### src/rtl/assert_macros.svh
// Assertion macros shared by the timer RTL.
// Depends on nothing; synthesis builds define SYNTH to drop the checks.
`ifndef ASSERT_MACROS_SVH
`define ASSERT_MACROS_SVH

`ifndef SYNTH
`define SCT_ASSERT(label, clk, rst, prop) \
   label: assert property (@(posedge clk) disable iff (rst) (prop)) \
      else $error("timer assertion failed");
`define SCT_ASSERT_IMPL(label, clk, rst, ante, cons) \
   label: assert property (@(posedge clk) disable iff (rst) (ante) |-> (cons)) \
      else $error("timer assertion failed");
`define SCT_ASSERT_NEXT(label, clk, rst, ante, cons) \
   label: assert property (@(posedge clk) disable iff (rst) (ante) |=> (cons)) \
      else $error("timer assertion failed");
`else
`define SCT_ASSERT(label, clk, rst, prop)
`define SCT_ASSERT_IMPL(label, clk, rst, ante, cons)
`define SCT_ASSERT_NEXT(label, clk, rst, ante, cons)
`endif

`endif

### src/rtl/sctmr_pkg.sv
// Package for the six-channel reload down timer: sizes, codes and the prescale mask table.
// Depends on nothing; used by the timer top level.
`timescale 1ns / 1ps

package sctmr_pkg;

   localparam int CHANNELS    = 6;
   localparam int COUNT_WIDTH = 32;
   localparam int PRE_WIDTH   = 10;
   localparam int GROUP_SIZE  = 3;
   localparam int DATA_WIDTH  = 32;
   localparam int SEL_WIDTH   = 3;
   localparam int CH_WIDTH    = 3;

   localparam int CTRL_ENABLE_BIT = 3;
   localparam int CTRL_FLAG_BIT   = 4;
   localparam logic [SEL_WIDTH-1:0] SEL_MAX = 3'd4;

   typedef enum logic [1:0] {
      OP_READ  = 2'd0,
      OP_WRITE = 2'd1,
      OP_TICK  = 2'd2
   } op_type;

   typedef enum logic [1:0] {
      REG_COUNT  = 2'd0,
      REG_RELOAD = 2'd1,
      REG_CTRL   = 2'd2,
      REG_START  = 2'd3
   } reg_sel_type;

   function automatic logic [PRE_WIDTH-1:0] prescale_mask(input logic [SEL_WIDTH-1:0] sel);
      logic [PRE_WIDTH-1:0] mask;
      case (sel)
         3'd0: mask = 10'h003;
         3'd1: mask = 10'h00F;
         3'd2: mask = 10'h03F;
         3'd3: mask = 10'h0FF;
         3'd4: mask = 10'h3FF;
         default: mask = '0;
      endcase
      return mask;
   endfunction

endpackage

### src/rtl/six_channel_reload_down_timer_top.sv
// Six-channel reload down timer. Bus reads, bus writes and peripheral clock ticks all arrive
// as beats on one request stream, and every beat yields exactly one response beat carrying
// the read data and the interrupt and running masks as they stand after that beat. A beat
// passes through an input register and executes when the output register can take its result;
// a new beat is taken every cycle while the response stream does not stall. All six channels
// and the shared 10-bit prescaler update in parallel when a beat executes, and only a stalled
// response stream slows the block down.
`timescale 1ns / 1ps
`include "assert_macros.svh"

module six_channel_reload_down_timer_top (
   input  logic        clock,
   input  logic        reset,
   input  logic        req_tvalid,
   output logic        req_tready,
   // Fields from bit 0: op[1:0], channel[4:2], reg_sel[6:5], wdata[38:7], zero pad.
   input  logic [39:0] req_tdata,
   output logic        rsp_tvalid,
   input  logic        rsp_tready,
   // Fields from bit 0: read_data[31:0], irq_lines[37:32], running_mask[43:38], zero pad.
   output logic [47:0] rsp_tdata
);

   localparam int CW = sctmr_pkg::COUNT_WIDTH;
   localparam int NC = sctmr_pkg::CHANNELS;

   logic                                  in_valid_ff;
   logic [1:0]                            in_op_ff;
   logic [sctmr_pkg::CH_WIDTH-1:0]        in_ch_ff;
   logic [1:0]                            in_rs_ff;
   logic [sctmr_pkg::DATA_WIDTH-1:0]      in_wd_ff;

   logic                                  out_valid_ff;
   logic [sctmr_pkg::DATA_WIDTH-1:0]      out_rd_ff;
   logic [5:0]                            out_irq_ff;
   logic [5:0]                            out_run_ff;

   logic [CW-1:0]                         count_ff  [NC];
   logic [CW-1:0]                         count_in  [NC];
   logic [CW-1:0]                         reload_ff [NC];
   logic [CW-1:0]                         reload_in [NC];
   logic [sctmr_pkg::SEL_WIDTH-1:0]       sel_ff    [NC];
   logic [sctmr_pkg::SEL_WIDTH-1:0]       sel_in    [NC];
   logic [NC-1:0]                         en_ff, en_in;
   logic [NC-1:0]                         flag_ff, flag_in;
   logic [NC-1:0]                         run_ff, run_in;
   logic [sctmr_pkg::PRE_WIDTH-1:0]       pre_ff, pre_in;

   logic                                  execute;
   logic                                  advance;
   logic                                  ch_ok;
   logic                                  hi_group;
   logic [sctmr_pkg::DATA_WIDTH-1:0]      rd_in;
   logic [5:0]                            irq_in;
   logic [5:0]                            runmask_in;

   assign advance    = !out_valid_ff || rsp_tready;
   assign execute    = in_valid_ff && advance;
   assign req_tready = !in_valid_ff || advance;

   assign ch_ok    = in_ch_ff < sctmr_pkg::CH_WIDTH'(NC);
   assign hi_group = in_ch_ff >= sctmr_pkg::CH_WIDTH'(sctmr_pkg::GROUP_SIZE);

   always_comb begin
      pre_in = pre_ff;
      rd_in  = '0;
      for (int c = 0; c < NC; c++) begin
         count_in[c]  = count_ff[c];
         reload_in[c] = reload_ff[c];
         sel_in[c]    = sel_ff[c];
      end
      en_in   = en_ff;
      flag_in = flag_ff;
      run_in  = run_ff;

      case (in_op_ff)
         sctmr_pkg::OP_TICK: begin
            pre_in = pre_ff + 1'b1;
            for (int c = 0; c < NC; c++) begin
               if (run_ff[c] && (sel_ff[c] <= sctmr_pkg::SEL_MAX)
                   && ((pre_in & sctmr_pkg::prescale_mask(sel_ff[c])) == '0)) begin
                  if (count_ff[c] == '0) begin
                     count_in[c] = reload_ff[c];
                     flag_in[c]  = 1'b1;
                  end else begin
                     count_in[c] = count_ff[c] - 1'b1;
                  end
               end
            end
         end
         sctmr_pkg::OP_READ, sctmr_pkg::OP_WRITE: begin
            for (int c = 0; c < NC; c++) begin
               if (in_rs_ff == sctmr_pkg::REG_START) begin
                  if (ch_ok && (hi_group == (c >= sctmr_pkg::GROUP_SIZE))) begin
                     if (in_op_ff == sctmr_pkg::OP_READ) begin
                        rd_in[c % sctmr_pkg::GROUP_SIZE] = run_ff[c];
                     end else begin
                        run_in[c] = in_wd_ff[c % sctmr_pkg::GROUP_SIZE];
                     end
                  end
               end else if (in_ch_ff == sctmr_pkg::CH_WIDTH'(c)) begin
                  if (in_op_ff == sctmr_pkg::OP_READ) begin
                     case (in_rs_ff)
                        sctmr_pkg::REG_COUNT:  rd_in = sctmr_pkg::DATA_WIDTH'(count_ff[c]);
                        sctmr_pkg::REG_RELOAD: rd_in = sctmr_pkg::DATA_WIDTH'(reload_ff[c]);
                        default: rd_in = sctmr_pkg::DATA_WIDTH'({flag_ff[c], en_ff[c], sel_ff[c]});
                     endcase
                  end else begin
                     case (in_rs_ff)
                        sctmr_pkg::REG_COUNT:  count_in[c]  = in_wd_ff[CW-1:0];
                        sctmr_pkg::REG_RELOAD: reload_in[c] = in_wd_ff[CW-1:0];
                        default: begin
                           sel_in[c] = in_wd_ff[sctmr_pkg::SEL_WIDTH-1:0];
                           en_in[c]  = in_wd_ff[sctmr_pkg::CTRL_ENABLE_BIT];
                           if (!in_wd_ff[sctmr_pkg::CTRL_FLAG_BIT]) begin
                              flag_in[c] = 1'b0;
                           end
                        end
                     endcase
                  end
               end
            end
         end
         default: begin
         end
      endcase

      irq_in     = 6'(flag_in & en_in);
      runmask_in = 6'(run_in);
   end

   always_ff @(posedge clock) begin
      if (reset) begin
         in_valid_ff  <= 1'b0;
         out_valid_ff <= 1'b0;
         pre_ff       <= '0;
         en_ff        <= '0;
         flag_ff      <= '0;
         run_ff       <= '0;
         for (int c = 0; c < NC; c++) begin
            count_ff[c]  <= '1;
            reload_ff[c] <= '1;
            sel_ff[c]    <= '0;
         end
      end else begin
         if (req_tready) begin
            in_valid_ff <= req_tvalid;
         end
         if (advance) begin
            out_valid_ff <= in_valid_ff;
         end
         if (execute) begin
            pre_ff  <= pre_in;
            en_ff   <= en_in;
            flag_ff <= flag_in;
            run_ff  <= run_in;
            for (int c = 0; c < NC; c++) begin
               count_ff[c]  <= count_in[c];
               reload_ff[c] <= reload_in[c];
               sel_ff[c]    <= sel_in[c];
            end
         end
      end
   end

   always_ff @(posedge clock) begin
      if (req_tready && req_tvalid) begin
         in_op_ff <= req_tdata[1:0];
         in_ch_ff <= req_tdata[4:2];
         in_rs_ff <= req_tdata[6:5];
         in_wd_ff <= req_tdata[38:7];
      end
      if (execute) begin
         out_rd_ff  <= rd_in;
         out_irq_ff <= irq_in;
         out_run_ff <= runmask_in;
      end
   end

   assign rsp_tvalid = out_valid_ff;
   assign rsp_tdata  = {4'b0000, out_run_ff, out_irq_ff, out_rd_ff};

   `SCT_ASSERT_IMPL(a_irq_matches_state, clock, reset, out_valid_ff,
      out_irq_ff == 6'(flag_ff & en_ff))
   `SCT_ASSERT_IMPL(a_run_matches_state, clock, reset, out_valid_ff,
      out_run_ff == 6'(run_ff))
   `SCT_ASSERT_NEXT(a_prescaler_steps, clock, reset,
      execute && (in_op_ff == sctmr_pkg::OP_TICK), pre_ff == $past(pre_ff) + 1'b1)
   `SCT_ASSERT_NEXT(a_state_holds_when_idle, clock, reset, !execute,
      $stable(pre_ff) && $stable(run_ff) && $stable(flag_ff))
   `SCT_ASSERT_IMPL(a_stall_means_full, clock, reset, !req_tready,
      in_valid_ff && out_valid_ff)

endmodule
### config.mk
export PLATFORM = sky130hd
export DESIGN_NAME = six_channel_reload_down_timer_top
export DESIGN_NICKNAME = d
export VERILOG_FILES = /design/src/rtl/sctmr_pkg.sv /design/src/rtl/six_channel_reload_down_timer_top.sv
export VERILOG_INCLUDE_DIRS = /design/src /design/src/rtl
export SDC_FILE = /design/constraint.sdc
export NUM_CORES = 1
export LEC_CHECK = 0
export BUFFER_PORTS_ARGS = -buffer_cell sky130_fd_sc_hd__buf_2
export CELL_PAD_IN_SITES_DETAIL_PLACEMENT = 1
export CELL_PAD_IN_SITES_GLOBAL_PLACEMENT = 1
export CORE_AREA = 2 2 204 357
export CTS_BUF_LIST = sky130_fd_sc_hd__clkbuf_16
export DETAILED_ROUTE_END_ITERATION = 16
export DIE_AREA = 0 0 206 359
export PLACE_DENSITY = 0.71
export SETUP_SLACK_MARGIN = 0.02
export SYNTH_ARGS = -nofsm -noshare
export SYNTH_HDL_FRONTEND = slang
export SYNTH_SLANG_ARGS = --single-unit
### constraint.sdc
create_clock -name clock -period 8.71 [get_ports clock]
set_input_delay 0.871 -clock clock [delete_from_list [all_inputs] [get_ports clock]]
set_output_delay 0.871 -clock clock [all_outputs]
set_load 0.005 [all_outputs]
Yosys cells after proc, flatten, opt, wreduce, memory -nomap -nowiden

Memories as Yosys holds them, arrays and structs flattened.
Cells that the tools add are included.

Add/sub/neg operators: 7
Order comparisons: 8
Equal/unequal tests: 33
Muxes and demuxes: 262
Bitwise logic cells: 26
Reduce and logical (&&, ||, !) cells: 44

Operators by type and width:

| cell                                                  | number |
|---|---|
| two-way mux 32 bit                                    | 86 |
| one-hot mux 192 bit (2 select lines)                  | 1 |
| one-hot mux 32 bit (2 select lines)                   | 6 |
| one-hot mux 10 bit (5 select lines)                   | 6 |
| logical NOT 32 bit                                    | 6 |
| two-way mux 192 bit                                   | 1 |
| subtractor 32 x 1 -> 32 bit, second input constant    | 6 |
| two-way mux 1 bit                                     | 112 |
| two-way mux 31 bit                                    | 3 |
| two-way mux 3 bit                                     | 30 |
| two-way mux 30 bit                                    | 3 |
| bitwise AND 10 bit                                    | 6 |
| logical NOT 10 bit                                    | 6 |
| two-way mux 10 bit                                    | 6 |
| two-way mux 29 bit                                    | 2 |
| == test 3 x 2 -> 1 bit, second input constant         | 14 |
| == test 3 bit, second input constant                  | 8 |
| == test 3 x 1 -> 1 bit, second input constant         | 7 |
| logical NOT 3 bit                                     | 7 |
| less-or-equal comparator 3 bit, second input constant | 6 |
| two-way mux 18 bit                                    | 1 |
| bitwise OR 1 bit                                      | 18 |
| logical AND 1 bit                                     | 16 |
| two-way mux 6 bit                                     | 2 |
| 14 further kinds                                      | 21 |

Flip-flop bits (word level): 113
RAM bits: 402
Output and inout port bits: 50
Word-level logic and storage cells: 396
Memories kept: 3

Memories:

| memory    | words | width | read ports | clocked after Yosys merged registers in | write ports | line                                    | text |
|---|---|---|---|---|---|---|---|
| count_ff  | 6     | 32    | 6          | 0                                       | 6           | six_channel_reload_down_timer_top.sv:38 | `logic [CW-1:0] count_ff [NC];` |
| reload_ff | 6     | 32    | 6          | 0                                       | 6           | six_channel_reload_down_timer_top.sv:40 | `logic [CW-1:0] reload_ff [NC];` |
| sel_ff    | 6     | 3     | 6          | 0                                       | 6           | six_channel_reload_down_timer_top.sv:42 | `logic [sctmr_pkg::SEL_WIDTH-1:0] sel_ff [NC];` |

Depth between registers and ports, before layout

Gate-level depths: netlist of the first run.

Word-level depth: 24
Depth in mapped cells: 10
Gate-level depth less buffers: 8

Worst setup path before layout of the first run

Ideal clock, no wire load.

Path type: input-to-reg
From: input rsp_tready
To: memory count_ff[0][0] in the netlist's numbering (enable)
Arrival time: 5,542 ps
Required time: 8,236 ps
Setup slack: 2,694 ps
Cell stages on the path: 6
Buffers on the path: 1
Cell sequence: nor2b_1 -> nand2b_1 -> inv_1 -> clkbuf_1 -> a21oi_1 -> a221oi_1

RTL lines:

| item            | line                                    | text |
|---|---|---|
| start, declared | six_channel_reload_down_timer_top.sv:19 | `input logic rsp_tready,` |
| end, declared   | six_channel_reload_down_timer_top.sv:38 |  |

==> parameters.txt, run 1 <==
Parameter                              Value

Drt
  Initial DRT Pass Iterations ... 5
  Via-per-instance ratio ... 6.419
  DRC violations left ... 0
  Total Wirelength ... 109400 um
  Count of vias placed by the detailed router ... 22.84k
  DRT iter0 DRCs ... 1798
  Average detailed-routed wire length per instance ... 30.74 um
  Post-DRT Antenna Nets ... 0

Worst setup path
  Worst setup endpoint ... reload_ff[4][28]
  CP max FO ... 67
  Critical path capture point type ... register
  Sequence of cells on the critical path ... nor2b_1 > nand2b_2 > buf_4 > inv_2 > nand2b_1 > buf_4 > nor2_1 > nor2_4
  CP Data Arrival Time ... 4.39 ns
  Cell with the most instances on the worst path ... buf_4
  Critical path buffer and inverter count ... 3
  RR Startpoint ... rsp_tvalid
  Data required time at the worst endpoint ... 8.96 ns
  Total number of cells along the worst setup path ... 8
  Timing startpoint of the critical path ... rsp_tvalid
  Worst path slowest cell ... nor2_4
  Register-to-register setup slack ... 4.57 ns
  CP startpoint kind ... register
  Depth of the worst register-to-register path ... 8
  End of the worst register-to-register path ... reload_ff[4][28]
  Crit-path max cell delay ... 0.89 ns
  Critical path start-end classification ... register to register
  Cell family with most CP delay ... simple AND/OR/NAND/NOR gates

GRT
  Total GRT Usage ... 29.60%
  Wire length of the first global-routing pass ... 160000 um
  Pin count of the biggest net entering global routing ... 127
  Congestion Overflow GR ... 0
  Initial antenna violation count ... 0
  Via count of the first global-routing pass ... 24.51k

Yosys
  Area of the mapped netlist ... 28220 sq um
  Yosys warns ... 0
  Number of standard cells after synthesis ... 2566
  Asr flop ratio synth ... 0%
  Count of flip-flops with a built-in enable after synthesis ... 485
  Synthesized area per cell ... 11.00 sq um
  FF+latch count, synth ... 515
  Sequential element share of the synthesized area ... 53.74%
  Unique masters post-synth ... 76
  Top FF cell, synth ... edfxtp_1

Place
  Total cell area at the placement stage ... 29740 sq um
  Routability Congestion ... 0.9346
  Port Buffers ... 88
  HPWL after DPL ... 77530 um

Run status
  Result of the run ... completed

Floorplanning
  Placeable core region ... 71240 sq um
  Horizontal die dimension ... 206 um
  Chip Height ... 359 um
  Row cnt ... 130
  Full die area ... 73950 sq um
  Initial core utilization ... 39.61%
  Ports placed on the boundary ... 94

Clock tree
  CTS tree ... yes
  Clock buffers created by TritonCTS ... 53
  Longest Clk Path Bufs ... 3
  Cell at the root of the clock tree ... clkbuf_16
  Clock edge transition at the registers on the reported setup and hold paths ... 0.06 ns
  H-tree depth reported by CTS ... 2
  Post-cts sizing count ... 0
  CTS Sinks ... 515
  Clock Latency Late Sink ... 0.64 ns
  CTS hold repair buffers ... 0
  Post-CTS Setup Repair Bufs ... 0

Timing
  Number of max-slew violations in the final report ... 0
  Ratio of final minimum period to clock period ... 47.52%
  Worst hold slack ... 0.4054 ns
  RSZ-0062 raised after global routing ... false
  Max Clock Skew ... 0.02939 ns
  Count of final hold-check violations ... 0
  Pin slew with the least headroom to its limit ... 1.247 ns
  Max Clock Freq ... 241.6 MHz
  Final-layout setup total negative slack ... 0 ns
  Endpoints failing setup ... 0
  Worst rel slew slack ... 16.46%
  Time the worst path needs with I/O delays and setup ... 4.139 ns

Run
  Max_cap viols ... 0

Pwr
  LEAKAGE ... 9.238 nW
  Worst vdd rail ir drop ... 0.1446 mV
  Power density over the cells ... 180.8 nW/um^2

Min path
  Tightest Hold Check Type ... input pin to register

Finish
  Ratio of cells with drive above 1 in the final layout ... 14.62%
  Final nets ... 2644
  Relative area change from synthesis to final layout ... 11.45%
  Design Area, Final ... 31450 sq um
## registers in the layout, indices dropped and copies added, names as in the netlist
register,cells
out_irq_ff,6
in_rs_ff,2
in_op_ff,2
in_wd_ff,32
pre_ff,10
in_ch_ff,3
count_ff,192
out_run_ff,6
in_valid_ff,1
reload_ff,192
flag_ff,6
run_ff,6
out_rd_ff,32
en_ff,6
rsp_tvalid,1
sel_ff,18
## metal layers
metal / track usage [%] / wire length [um] / up-vias
li1: - / - / 9943
met1: 30.82 / 36820 / 11560
met2: 50.95 / 55360 / 894
met3: 3.073 / 4326 / 439
met4: 28.38 / 12870 / 0
met5: 0 / 0 / -
## layout make-up
class / instances / area (sq um)
well taps: 924 / 1156
repair buffers: 144 / 875.8
multi-input cells: 1845 / 12430
flip-flops and latches: 515 / 15160
diodes: 1 / 2.502
fillers: 7808 / 39790
clock buffers: 53 / 1326
inverters: 32 / 121.4
clock inverters: 44 / 377.9
## synthesized netlist by cell type, types with 17 or more instances
library cell  instances  area [sq um]
edfxtp_1            485         14560
o21ai_0             277          1386
nor2_1              174         653.1
a21oi_1             152         760.7
nand2_1             148         555.5
clkbuf_1            139         521.8
mux2i_1              94         940.9
or3_1                84         525.5
xnor2_1              78         683.2
nand3_1              76         380.4
nor3_1               72         360.4
mux2_2               69         777.0
nor4_1               57         356.6
xor2_1               57         499.2
o211ai_1             47         352.8
nand4_1              42         262.8
a211oi_1             38         285.3
a21o_1               38         285.3
o31ai_1              38         285.3
mux4_2               36         810.8
inv_1                32         120.1
dfxtp_1              30         600.6
or4_1                30         225.2
buf_2                20         100.1
nand2b_1             20         125.1
a31oi_1              17         106.4
## layout by cell type (no fill, tap or decap), types with 7 or more instances in the layout
master,Yosys,layout
a21oi_1,152,144
nand3_1,76,76
nand2_1,148,148
o211ai_1,47,47
nand3b_1,11,11
and2_1,12,11
or3_1,84,84
mux2_2,69,69
a31oi_1,17,17
clkinv_2,0,11
mux2i_1,94,94
nor4_2,5,7
or4_1,30,29
edfxtp_1,485,485
xor2_1,57,57
a211oi_1,38,38
nor3_1,72,71
nor2b_1,12,11
nand4_1,42,42
ha_1,9,9
and3_1,9,9
o21ai_0,277,277
xnor2_1,78,78
clkbuf_16,0,53
dfxtp_1,30,30
o31ai_1,38,38
o22ai_1,7,7
nor4_1,57,55
inv_1,32,38
nor2_1,174,171
o21ai_1,15,15
clkinv_1,0,10
buf_2,20,87
mux4_2,36,36
nand2b_1,20,19
or2_2,11,11
o41ai_1,12,12
buf_4,5,56
a21o_1,38,38
nor3b_1,9,9
## how the worst min path moves through the flow
| stage | cells past startpoint | start | end |
|---|---|---|---|
| after floorplan | 2 | run_ff[4] | run_ff[4] |
| after global placement | 2 | en_ff[1] | en_ff[1] |
| after detailed placement | 2 | en_ff[0] | en_ff[0] |
| after CTS | 1 | req_tdata[36] | in_wd_ff[29] |
| after global routing | 1 | req_tdata[11] | in_wd_ff[4] |
| final | 1 | req_tdata[11] | in_wd_ff[4] |
## worst reg2reg max path: cells and delay by family, from the launching register on
family,cells,cell delay (ns)
AND/OR/NAND/NOR,5,1.78
flip-flops,1,0.32
buffers and inverters,3,1.63
## cells by family (layout without fill, tap and decap cells)
group	Yosys count	after routing	share of synthesized area, %
other	1	5	0.01329
AND/OR/NAND/NOR	805	805	15.02
AO/OA/AOI/OAI	693	693	14.67
XOR/XNOR	135	135	4.190
flip-flops	515	515	53.74
multiplexers	199	199	8.960
buffers and inverters	209	273	3.015
adder cells (fa/ha/maj)	9	9	0.3990
## report_power, final
group	switching, W	internal (W)	leakage (nW)	total, W
Clock	0.00105	0.00129	0.865	0.00233
Combinational	0.000338	0.000138	4.21	0.000476
Sequential	0.0000707	0.00281	4.17	0.00288
Total	0.00146	0.00423	9.24	0.00569
## per-stage QoR
stage	util, %	setup WS [ns]	total power [W]	cells
global route	44.14	4.349	0.005822	3557
finish	44.15	4.571	0.005688	3558
CTS	44.14	4.632	0.005710	3557
detailed placement	41.75	4.017	0.003401	3460
floorplan	-	2.694	0.003177	2569
global placement	41.75	4.127	0.003386	3460
No activity file was read; power rests on OpenSTA's default activity.
==> run 2, diff against run 1 <==
- clock period: 8.71 -> 3.9 ns (I/O delays scaled with it)
==> parameters.txt, run 2 (synthesis gave the netlist of run 1 again) <==
Parameter                              Value

GRT
  Pin count of the biggest net entering global routing ... 74
  Congestion Overflow GR ... 0
  Total GRT Usage ... 30.35%
  Initial antenna violation count ... 1
  Wire length of the first global-routing pass ... 164000 um
  Via count of the first global-routing pass ... 24.84k

Finish
  Most common cell after layout, fill and taps aside ... edfxtp_1
  Largest regs ... count_ff (192), reload_ff (192)
  Relative area change from synthesis to final layout ... 14.95%
  Final nets ... 2739
  Ratio of cells with drive above 1 in the final layout ... 15.98%
  Antenna cell count ... 0
  Count of fill cells added during filler insertion ... 7739
  Number of standard cells in the layout, taps in and fillers out ... 3653
  Most frequent cells in the layout ... 485 x edfxtp_1, 277 x o21ai_0, 171 x nor2_1
  Finished Core Util ... 45.54%

Clock tree
  Cell at the root of the clock tree ... clkbuf_16
  CTS tree ... yes
  Longest Clk Path Bufs ... 3
  Post-CTS Setup Repair Bufs ... 0
  CTS Sinks ... 515
  Clock Latency Late Sink ... 0.64 ns
  Clock buffers created by TritonCTS ... 52
  Clock edge transition at the registers on the reported setup and hold paths ... 0.07 ns
  H-tree depth reported by CTS ... 2

Drt
  Count of vias placed by the detailed router ... 23.16k
  Initial DRT Pass Iterations ... 5
  DRC violations left ... 0
  Average detailed-routed wire length per instance ... 30.61 um
  Total Wirelength ... 111800 um
  Post-DRT Antenna Nets ... 0
  DRT iter0 DRCs ... 1700
  Via-per-instance ratio ... 6.341

Floorplanning
  Horizontal die dimension ... 206 um
  Row cnt ... 130
  Placeable core region ... 71240 sq um
  Chip Height ... 359 um
  Initial core utilization ... 39.61%
  Full die area ... 73950 sq um
  Ports placed on the boundary ... 94

Place
  Port Buffers ... 88
  HPWL after DPL ... 80420 um
  Routability Congestion ... 0.9615
  Placed cell count ... 3516
  Post-placement setup slack ... 0.4854 ns

Timing
  Max Clock Skew ... 0.03061 ns
  RSZ-0062 raised after global routing ... false
  Worst rel slew slack ... 33.21%
  Final-layout setup total negative slack ... 0 ns
  Ratio of final minimum period to clock period ... 89.16%
  Number of max-slew violations in the final report ... 0
  Max Clock Freq ... 287.6 MHz
  Least setup slack across all paths after layout ... 0.4226 ns
  Count of final hold-check violations ... 0
  Pin slew with the least headroom to its limit ... 1.002 ns
  Time the worst path needs with I/O delays and setup ... 3.477 ns
  Endpoints failing setup ... 0

Worst setup path
  Worst path slowest cell ... dfxtp_1
  CP max FO ... 32
  CP Data Arrival Time ... 3.79 ns
  Sequence of cells on the critical path ... ha_1 > and3_1 > o211a_1 > o21bai_1 > or4_1 > a221o_1 > a221oi_4 > buf_12
  Depth of the worst register-to-register path ... 8
  CP startpoint kind ... register
  Crit-path max cell delay ... 0.49 ns
  Critical path start-end classification ... register to register
  Critical path capture point type ... register
  Data required time at the worst endpoint ... 4.22 ns

Pwr
  Worst vdd rail ir drop ... 0.3138 mV
  Power density over the cells ... 399.3 nW/um^2
  LEAKAGE ... 9.775 nW

Run
  Max_cap viols ... 0

Run status
  Result of the run ... completed

Min path
  Hold Path Cell Cnt ... 4
  Tightest Hold Check Type ... input pin to register
==> run 2: layout make-up <==
cell class | count | area (sq um) | area share [%]
clock inverter | 44 | 432.9 | 1.334
inverter | 32 | 121.4 | 0.3741
multi-input combinational | 1845 | 12420 | 38.28
clock buffer | 53 | 1326 | 4.088
timing repair buffer | 240 | 1822 | 5.616
tap | 924 | 1156 | 3.564
sequential | 515 | 15160 | 46.74
==> run 2: path summary, 6_finish.rpt <==
path	from	to	slack, ns
max	pre_ff[0]	count_ff[2][28]	0.42
min	rsp_tready	rsp_tvalid	0.12
max reg2reg	pre_ff[0]	count_ff[2][28]	0.42
min reg2reg	flag_ff[1]	flag_ff[1]	0.53
==> run 2: repair_timing <==
| item | 4_1_cts | 5_1_grt |
|---|---|---|
| gates resized for setup | 0 | 0 |
| endpoints found under the hold margin | 40 | 0 |
| hold buffers | 40 | 0 |
==> run 2: per-layer routing <==
layer	up-vias	global-route usage [%]	share of wire, %
met2	846	52.55	51
met3	416	3.327	3.7
met4	2	28.70	12
met1	11790	31.39	34
li1	10110	-	-
met5	-	0	0.012
==> run 2: power by group <==
part	switching (W)	total [W]	internal (W)
Combinational	0.000767	0.00113	0.000366
Clock	0.00233	0.00539	0.00306
Sequential	0.000166	0.00644	0.00627
Total	0.00326	0.0130	0.00969
==> run 2: worst max-delay path: cells and delay by family (launching register included) <==
family | cells | cell delay, ns
buffers and inverters | 1 | 0.27
AOI/OAI and AO/OA | 4 | 1.28
DFF | 1 | 0.49
adders and majority gates | 1 | 0.28
and+or+nand+nor | 2 | 0.81
==> run 2: stage by stage <==
step,hold WS (ns),cell area (sq um),total power (W)
after floorplan,0.4565,28360,0.007097
after detailed placement,0.5018,30280,0.007641
after global placement,0.4823,30280,0.007603
after CTS,0.09360,32440,0.01300
after global routing,0.1563,32440,0.01326
final,0.1215,32440,0.01295
==> run 3, diff against run 2 <==
- ABC_AREA: unset -> 1
- CORE_AREA: 2 2 204 357 -> 2 2 208 363
- CTS_CLUSTER_SIZE: unset -> 25
- DIE_AREA: 0 0 206 359 -> 0 0 210 365
- PLACE_DENSITY: 0.71 -> 0.74
==> parameters.txt, run 3 <==
Parameter                              Value

Timing
  Number of max-slew violations in the final report ... 0
  Worst rel slew slack ... 21.38%
  Pin slew with the least headroom to its limit ... 1.177 ns
  Time the worst path needs with I/O delays and setup ... 3.148 ns
  Endpoints failing setup ... 0
  Least setup slack across all paths after layout ... 0.7521 ns
  Count of final hold-check violations ... 0
  Max Clock Skew ... 0.02425 ns
  RSZ-0062 raised after global routing ... false
  Max Clock Freq ... 317.7 MHz
  Ratio of final minimum period to clock period ... 80.72%

Floorplanning
  Placeable core region ... 73830 sq um
  Horizontal die dimension ... 210 um
  Initial core utilization ... 39.62%
  Row cnt ... 132
  Chip Height ... 365 um
  Ports placed on the boundary ... 94
  Full die area ... 76650 sq um

Finish
  Final nets ... 3507
  Number of standard cells in the layout, taps in and fillers out ... 4436
  Antenna cell count ... 0
  Most common cell after layout, fill and taps aside ... nand2_1
  Relative area change from synthesis to final layout ... 13.04%
  Most frequent cells in the layout ... 710 x nand2_1, 485 x edfxtp_1, 320 x inv_1
  Ratio of cells with drive above 1 in the final layout ... 12.15%
  Largest regs ... count_ff (192), reload_ff (192)
  Design Area, Final ... 33070 sq um

Drt
  DRT iter0 DRCs ... 2069
  Total Wirelength ... 117200 um
  DRC violations left ... 0
  Average detailed-routed wire length per instance ... 26.42 um
  Post-DRT Antenna Nets ... 0
  Initial DRT Pass Iterations ... 6
  Count of vias placed by the detailed router ... 26.23k
  Via-per-instance ratio ... 5.913

Pwr
  Switching power share of the total ... 26.77%
  Worst vdd rail ir drop ... 0.3226 mV
  Power density over the cells ... 396.8 nW/um^2
  Clock power share ... 40.5%
  Flop pwr share ... 49.2%
  LEAKAGE ... 11.79 nW
  Switching pwr ... 0.003512 W
  Internal ... 0.009608 W
  Combinational group share of total power ... 10.3%

Worst setup path
  Critical path start-end classification ... register to register
  Data required time at the worst endpoint ... 4.15 ns
  CP startpoint kind ... register
  Depth of the worst register-to-register path ... 7
  Critical path capture point type ... register
  CP max FO ... 32
  CP Data Arrival Time ... 3.39 ns

Clock tree
  Cell at the root of the clock tree ... clkbuf_16
  Clock edge transition at the registers on the reported setup and hold paths ... 0.07 ns
  Clock Latency Late Sink ... 0.64 ns
  CTS tree ... yes
  Post-cts sizing count ... 0
  CTS Sinks ... 515
  H-tree depth reported by CTS ... 2
  Longest Clk Path Bufs ... 3
  Clock buffers created by TritonCTS ... 53

Yosys
  Main combinational cell family by area after synthesis ... simple AND/OR/NAND/NOR gates
  FF+latch count, synth ... 515
  Xor and xnor area share after synthesis ... 2.934%
  Sequential element share of the synthesized area ... 51.84%
  Asr flop ratio synth ... 0%
  Fraction of synthesized area in multiplexers ... 0%
  Unique masters post-synth ... 62
  Top cell type's share of synthesized area ... 49.79%
  Cell taking the most area after synthesis ... edfxtp_1
  Area of the mapped netlist ... 29250 sq um
  Top FF cell, synth ... edfxtp_1
  Yosys warns ... 0
  Cell with the most instances after synthesis ... nand2_1
  Basic-gate share of the synthesized area counting and, or, nand and nor cells ... 23.12%
  Compound-cell area share of the yosys netlist ... 14.91%
  Most area-consuming cells after synthesis ... edfxtp_1 50%, nand2_1 9.1%, o21ai_0 4.6%
  Adder and majority cell fraction of the synthesized area ... 0.3849%
  Count of flip-flops with a built-in enable after synthesis ... 485
  Number of standard cells after synthesis ... 3339
  Synthesized area per cell ... 8.761 sq um
  Ranking of synthesized cells by instance count ... 710 x nand2_1, 485 x edfxtp_1, 320 x nor2_1

Run
  Max_cap viols ... 0

Place
  HPWL after DPL ... 85250 um
  Total cell area at the placement stage ... 30950 sq um
  Port Buffers ... 88
  Post-placement setup slack ... 0.7452 ns
  Routability Congestion ... 0.9463
  Placed cell count ... 4298

GRT
  Pin count of the biggest net entering global routing ... 147
  Congestion Overflow GR ... 0
  Total GRT Usage ... 30.63%
  Wire length of the first global-routing pass ... 174200 um
  Initial antenna violation count ... 2
  Via count of the first global-routing pass ... 27.34k

Min path
  Tightest Hold Check Type ... input pin to register
  Hold Path Cell Cnt ... 3

Run status
  Result of the run ... completed
run 3: final timing paths:
check | from | endpoint | slack [ns]
worst max-delay path | in_rs_ff[1] | count_ff[5][24] | 0.75
worst min-delay path | req_tvalid | in_valid_ff | 0.04
worst max register to register | in_rs_ff[1] | count_ff[5][24] | 0.75
worst min register to register | flag_ff[4] | flag_ff[4] | 0.49
run 3: cell type report:
cell class | count | area [sq um]
Multi-Input combinational cell | 2340 | 12240
Clock buffer | 55 | 1376
Inverter | 346 | 1306
Tap cell | 938 | 1174
Fill cell | 8654 | 40760
Clock inverter | 44 | 352.8
Timing Repair Buffer | 198 | 1451
Sequential cell | 515 | 15160
run 3: cells by family (layout without fill, tap and decap cells):
logic type      Yosys count  count (layout)
simple gates           1505            1505
buf+inv                 487             643
fa+ha+maj                 9               9
other cells               1               4
flops                   515             515
xor+xnor                 98              98
compound gates          724             724
run 3: metrics by stage:
step	hold slack (ns)	power, W	setup TNS, ns	utilization, %
2_1_floorplan	0.4410	0.007268	-0.4366	-
3_3_place_gp	0.4666	0.007831	0	41.92
3_5_place_dp	0.4704	0.007864	0	41.92
4_1_cts	0.01530	0.01314	0	44.79
5_1_grt	0.05405	0.01347	0	44.79
6_report	0.04053	0.01312	0	44.79
run 3: metal layers:
layer  GRT usage (%)  wire (um)  vias to the layer above
met5               0         12                        -
met4           16.62       6954                        2
met3           2.640       5895                      263
met2           54.54      59330                      908
met1           36.62      45020                    13200
li1                -          -                    11860
run 3: power by group through the flow:
stage / clock network (W) / logic [W] / registers (W)
3_3_place_gp: 0 / 0.00126 / 0.00657
4_1_cts: 0.00535 / 0.00133 / 0.00646
2_1_floorplan: 0 / 0.000745 / 0.00652
3_5_place_dp: 0 / 0.00129 / 0.00657
5_1_grt: 0.00554 / 0.00145 / 0.00648
6_report: 0.00531 / 0.00135 / 0.00646
run 3: what timing repair did:
| action | CTS | global route |
|---|---|---|
| hold endpoints to repair | 39 | 0 |
| hold buffers | 39 | 0 |
| buffers inserted | 0 | 0 |
run 3: worst max-delay path: stages (launching register included):
cell and delay (ns):
edfxtp_1 0.45, nand2_1 0.21, clkinv_1 0.28, o211ai_1 0.24, o311ai_1 0.21, inv_1 0.25
o31ai_1 0.17, a21oi_4 0.91
